[config.mk]
export PLATFORM = sky130hd
export DESIGN_NAME = lrmp_ram
export DESIGN_NICKNAME = d
export VERILOG_FILES = /design/src/hdl/assert_macros.svh /design/src/hdl/lrmp_ram.sv
export SDC_FILE = /design/constraint.sdc
export NUM_CORES = 1
export LEC_CHECK = 0
export BUFFER_PORTS_ARGS = -buffer_cell sky130_fd_sc_hd__buf_2
export CORE_ASPECT_RATIO = 1.5
export CORE_MARGIN = 4
export CORE_UTILIZATION = 55
export DETAILED_ROUTE_END_ITERATION = 8
export PLACE_DENSITY = 0.71
export SKIP_LAST_GASP = 1
export SYNTH_ARGS = -nofsm -noshare
export SYNTH_HDL_FRONTEND = slang
export SYNTH_SLANG_ARGS = --single-unit
[constraint.sdc]
create_clock -name clk -period 5.8 [get_ports clk]
set_input_delay 0.29 -clock clk [delete_from_list [all_inputs] [get_ports clk]]
set_output_delay 0.29 -clock clk [all_outputs]
set_load 0.1 [all_outputs]
[src/hdl/assert_macros.svh]
// ----------------------------------------------------------------------------
// Assertion macros
// Shared concurrent assertion wrappers, clocked on clk and disabled in reset.
// ----------------------------------------------------------------------------
`ifndef ASSERT_MACROS_SVH
`define ASSERT_MACROS_SVH

`ifndef SYNTHESIS

`define ASSERT_ALWAYS(lbl, expr) \
  lbl: assert property (@(posedge clk) disable iff (!rst_n) (expr)) \
    else $error("assertion failed");

`define ASSERT_IMPLIES(lbl, ante, cons) \
  lbl: assert property (@(posedge clk) disable iff (!rst_n) (ante) |-> (cons)) \
    else $error("assertion failed");

`define ASSERT_NEXT(lbl, ante, cons) \
  lbl: assert property (@(posedge clk) disable iff (!rst_n) (ante) |=> (cons)) \
    else $error("assertion failed");

`else

`define ASSERT_ALWAYS(lbl, expr)
`define ASSERT_IMPLIES(lbl, ante, cons)
`define ASSERT_NEXT(lbl, ante, cons)

`endif

`endif

[src/hdl/lrmp_ram.sv]
// ----------------------------------------------------------------------------
// lrmp_ram
// Generic RAM with one write port and two registered read ports.
// ----------------------------------------------------------------------------
`timescale 1ns / 1ps
`default_nettype none

module lrmp_ram #(
  parameter int unsigned WIDTH = 30,
  parameter int unsigned DEPTH = 36
) (
  input  wire logic                     clk,
  input  wire logic                     we,
  input  wire logic [$clog2(DEPTH)-1:0] waddr,
  input  wire logic [WIDTH-1:0]         wdata,
  input  wire logic [$clog2(DEPTH)-1:0] raddr_a,
  output logic      [WIDTH-1:0]         rdata_a,
  input  wire logic [$clog2(DEPTH)-1:0] raddr_b,
  output logic      [WIDTH-1:0]         rdata_b
);

  logic [WIDTH-1:0] mem [DEPTH];

  always_ff @(posedge clk) begin
    if (we) begin
      mem[waddr] <= wdata;
    end
    rdata_a <= mem[raddr_a];
    rdata_b <= mem[raddr_b];
  end

endmodule

`default_nettype wire

# Word level (Yosys, flattened, before mapping)
# Memory sizes are Yosys's and may differ from the RTL's. A register that Yosys moved wholly into a read port is not among the register bits.
# Index checks and enable logic that the tools add are counted.
[op_classes] mux=2
[ops] cell="$mux W1" n=2
[word_totals] reg_bits=0 ram_bits=1080 inputBits=50 output_inout_bits=60 mem_count=1
[mem_list] memory="mem" words=36 word_bits=30 read_ports=2 rd_ports_with_merged_regs=2 wr=1 line="lrmp_ram.sv:22" rtl="logic [WIDTH-1:0] mem [DEPTH];"

# Longest topological paths before layout
[depth] word_depth=2 ltp_mapped=8

# Least setup slack after synthesis
# No wires, ideal clock.
[synth_timing] kind="in2reg" start="in waddr[0]" end="mem mem[18][0], enable pin" arrival_time_ns=2.113 required_ns=5.383 slack_ns=3.269 path_stages=2 n_path_buf=0 path_cell_list="or3b_2 -> nor2_1"
[synth_lines] element="start: declaration" line="lrmp_ram.sv:14" rtl="input wire logic [$clog2(DEPTH)-1:0] waddr,"
[synth_lines] element="end: declaration" line="lrmp_ram.sv:22"
# Straight into the memory's write port.

==> impl_metrics.ini <==
[status]
run_status = finished clean

[clock_tree]
cts_buffers = 103
clock-sinks = 1140
postCtsSetupRepairBufs = 0
cts_max_level = 3
cts_resized = 0
clk_latency_ps = 700
clk_transition_reported_paths_ps = 70
cts_buffer_depth = 3
cts_tree = done
cts_root_buf = clkbuf_16

[routing]
routedWlPerCell_um = 35.77
drc_errors = 0
drt-total-wl_um = 167000
drt_iter0_drc = 3981
first_pass_iters = 5
drtAntennaViolNets = 0
vias_per_cell = 7.126
vias = 33270

[final_layout]
nFillCells = 6987
fin_nets = 3362
multi_input_area_um2 = 18070
utilization_pct = 60.76
layout-drive-gt1-share_pct = 17.11
ff_latch_area_um2 = 33630
layout.cells.non_filler = 4668
syn_to_final_growth_pct = 9.850

[logic_synthesis]
synth-edff-count = 1080
async_flop_share_pct = 0
synth-seq-cells = 1140
synth_area_per_cell_um2 = 16.16
synth.distinct_cells = 29
synth.top_cell.area_share_pct = 61.30
yosys.area.top_type = edfxtp_1
synth.area.top_cells = edfxtp_1 (61%), mux2i_1 (18%), a22oi_1 (3.4%)
netlist_area_um2 = 52900
syn-num-nets = 3323
ys.flop_type = edfxtp_1
yosysMostFrequentCell = edfxtp_1
yosysSeqAreaShare_pct = 63.57
syn_inst = 3273
synth_common_cells = edfxtp_1 (1080), mux2i_1 (960), a22oi_1 (240)
yosysWarningCount = 0

[hold_path]
min_from = wdata[11]
whs_endpoint = mem[4][11]
min_path_type = in -> reg
whs_path_depth = 1

[worst_setup_path]
rr_startpoint = mem[28][15]
critPathArrivalTime_ps = 3320
worst-path-max-fanout = 54
r2r_cells = 5
critical_path_class = in -> reg
start_kind = primary input
r2r_end = rdata_b[15]
rrSetupSlack_ps = 3810
required_ps = 6340
worstSetupEndpointType = flip-flop

[sta]
min_period_ps = 2783
fin_ws_ps = 3017
holdWs_ps = 118.7
fmax_ghz = 0.3593
tns_ps = 0
slew_headroom_pct = 13.09
tightestPinTransition_ps = 1301
finClkSkew_ps = 19.42
post-route-period-util_pct = 47.99
setup_viol = 0
hold_viol = 0
rsz0062_at_grt = no
slew_viol_final = 0

[placement]
dpl.hpwl_um = 88890
placedCellCount = 4475
numPortBuffers = 109
pre_cts_ws_ps = 2406
gp_congestion = 0.8242

[global_routing]
grt_usage_pct = 32.24
grt_pass1_vias = 33870
overflow = 0
antenna_found_initial = 13
grt_pass1_wl_um = 235000
grt_max_degree = 121

[power_and_ir_drop]
power_density_nw_per_um2 = 310.7
irDropWorstVdd_mv = 0.2402
p_leak_uw = 0.02093

[floorplanning]
die_x_um = 261.2
initial_core_util_pct = 55.31
core_um2 = 95650
top_level_ports = 110
dieArea_um2 = 101300
die_h_um = 387.9
rows = 139

[run]
drv_cap = 0
==> registers in the layout, summed over array words and instances (netlist names) <==
signal   cells
rdata_b     30
mem       1080
rdata_a     30
==> how the worst max path moves through the flow <==
stage	start	endpoint	slack, ps	cells past startpoint
2_1_floorplan	waddr[0]	mem[18][0]	3270	2
3_5_place_dp	raddr_a[1]	rdata_a[19]	2410	7
3_3_place_gp	raddr_a[1]	rdata_a[11]	2460	7
6_report	raddr_a[1]	rdata_a[13]	3020	7
5_1_grt	raddr_a[1]	rdata_a[11]	3050	7
4_1_cts	raddr_a[1]	rdata_a[7]	3140	7
==> area by class of cell <==
cell class | instances | share of cell area, %
multi-input cells | 1869 | 31.09
repair buffers | 198 | 2.373
clock inverters | 55 | 1.130
clock buffers | 133 | 4.788
well taps | 1269 | 2.732
flip-flops and latches | 1140 | 57.87
diodes | 4 | 0.01722
==> where the power goes <==
part	leakage, µW	switching [µW]	internal (µW)
Clock	0.00168	3030	4040
Sequential	0.0102	62.2	9100
Combinational	0.00902	1290	534
==> layer usage <==
| layer | share of wire, % | up-vias | global-route usage, % |
|---|---|---|---|
| li1 | - | 13570 | - |
| met1 | 35 | 16980 | 41.07 |
| met2 | 49 | 2157 | 52.89 |
| met3 | 10 | 556 | 6.010 |
| met4 | 5.8 | 8 | 16.54 |
| met5 | 0.029 | - | 0 |
==> cell usage in the layout, fill, tap and decap left out, drive strengths merged, types with 5 or more instances in the layout <==
cell type / n
nand2: 65
edfxtp: 1080
o41ai: 60
a221oi: 120
clkinv: 35
nor2: 40
bufinv: 15
nor2b: 6
a22oi: 240
o22ai: 60
mux4: 60
clkbuf: 133
mux2i: 960
a22o: 120
clkinvlp: 5
dfxtp: 60
buf: 197
a21oi: 120
==> timing repair <==
action                                  4_1_cts  5_1_grt
endpoints found under the setup margin        0        0
hold buffers                                  1        0
hold endpoints to repair                      5        0
==> critical path, stage by stage <==
cell	delay, ps
buf_2	630
and2_4	1020
buf_4	600
a22o_1	210
a221oi_1	60
o22ai_1	270
o41ai_2	120
==> cells by family after synthesis <==
kind of cell | after synthesis | share of synthesized area [%]
AND/OR/NAND/NOR | 129 | 1.050
flip-flops | 1140 | 63.57
buffers and inverters | 264 | 2.930
multiplexers | 1020 | 20.72
AO/OA/AOI/OAI | 720 | 11.73
==> through the flow <==
stage                     cell area, µm²  total power, µW
final                              58120            18060
after global routing               58120            18500
after CTS                          58110            18080
after detailed placement           54660            11130
after global placement             54660            11100
after floorplan                    52900            10590
Note: power is estimated with default switching activity, not from simulation.
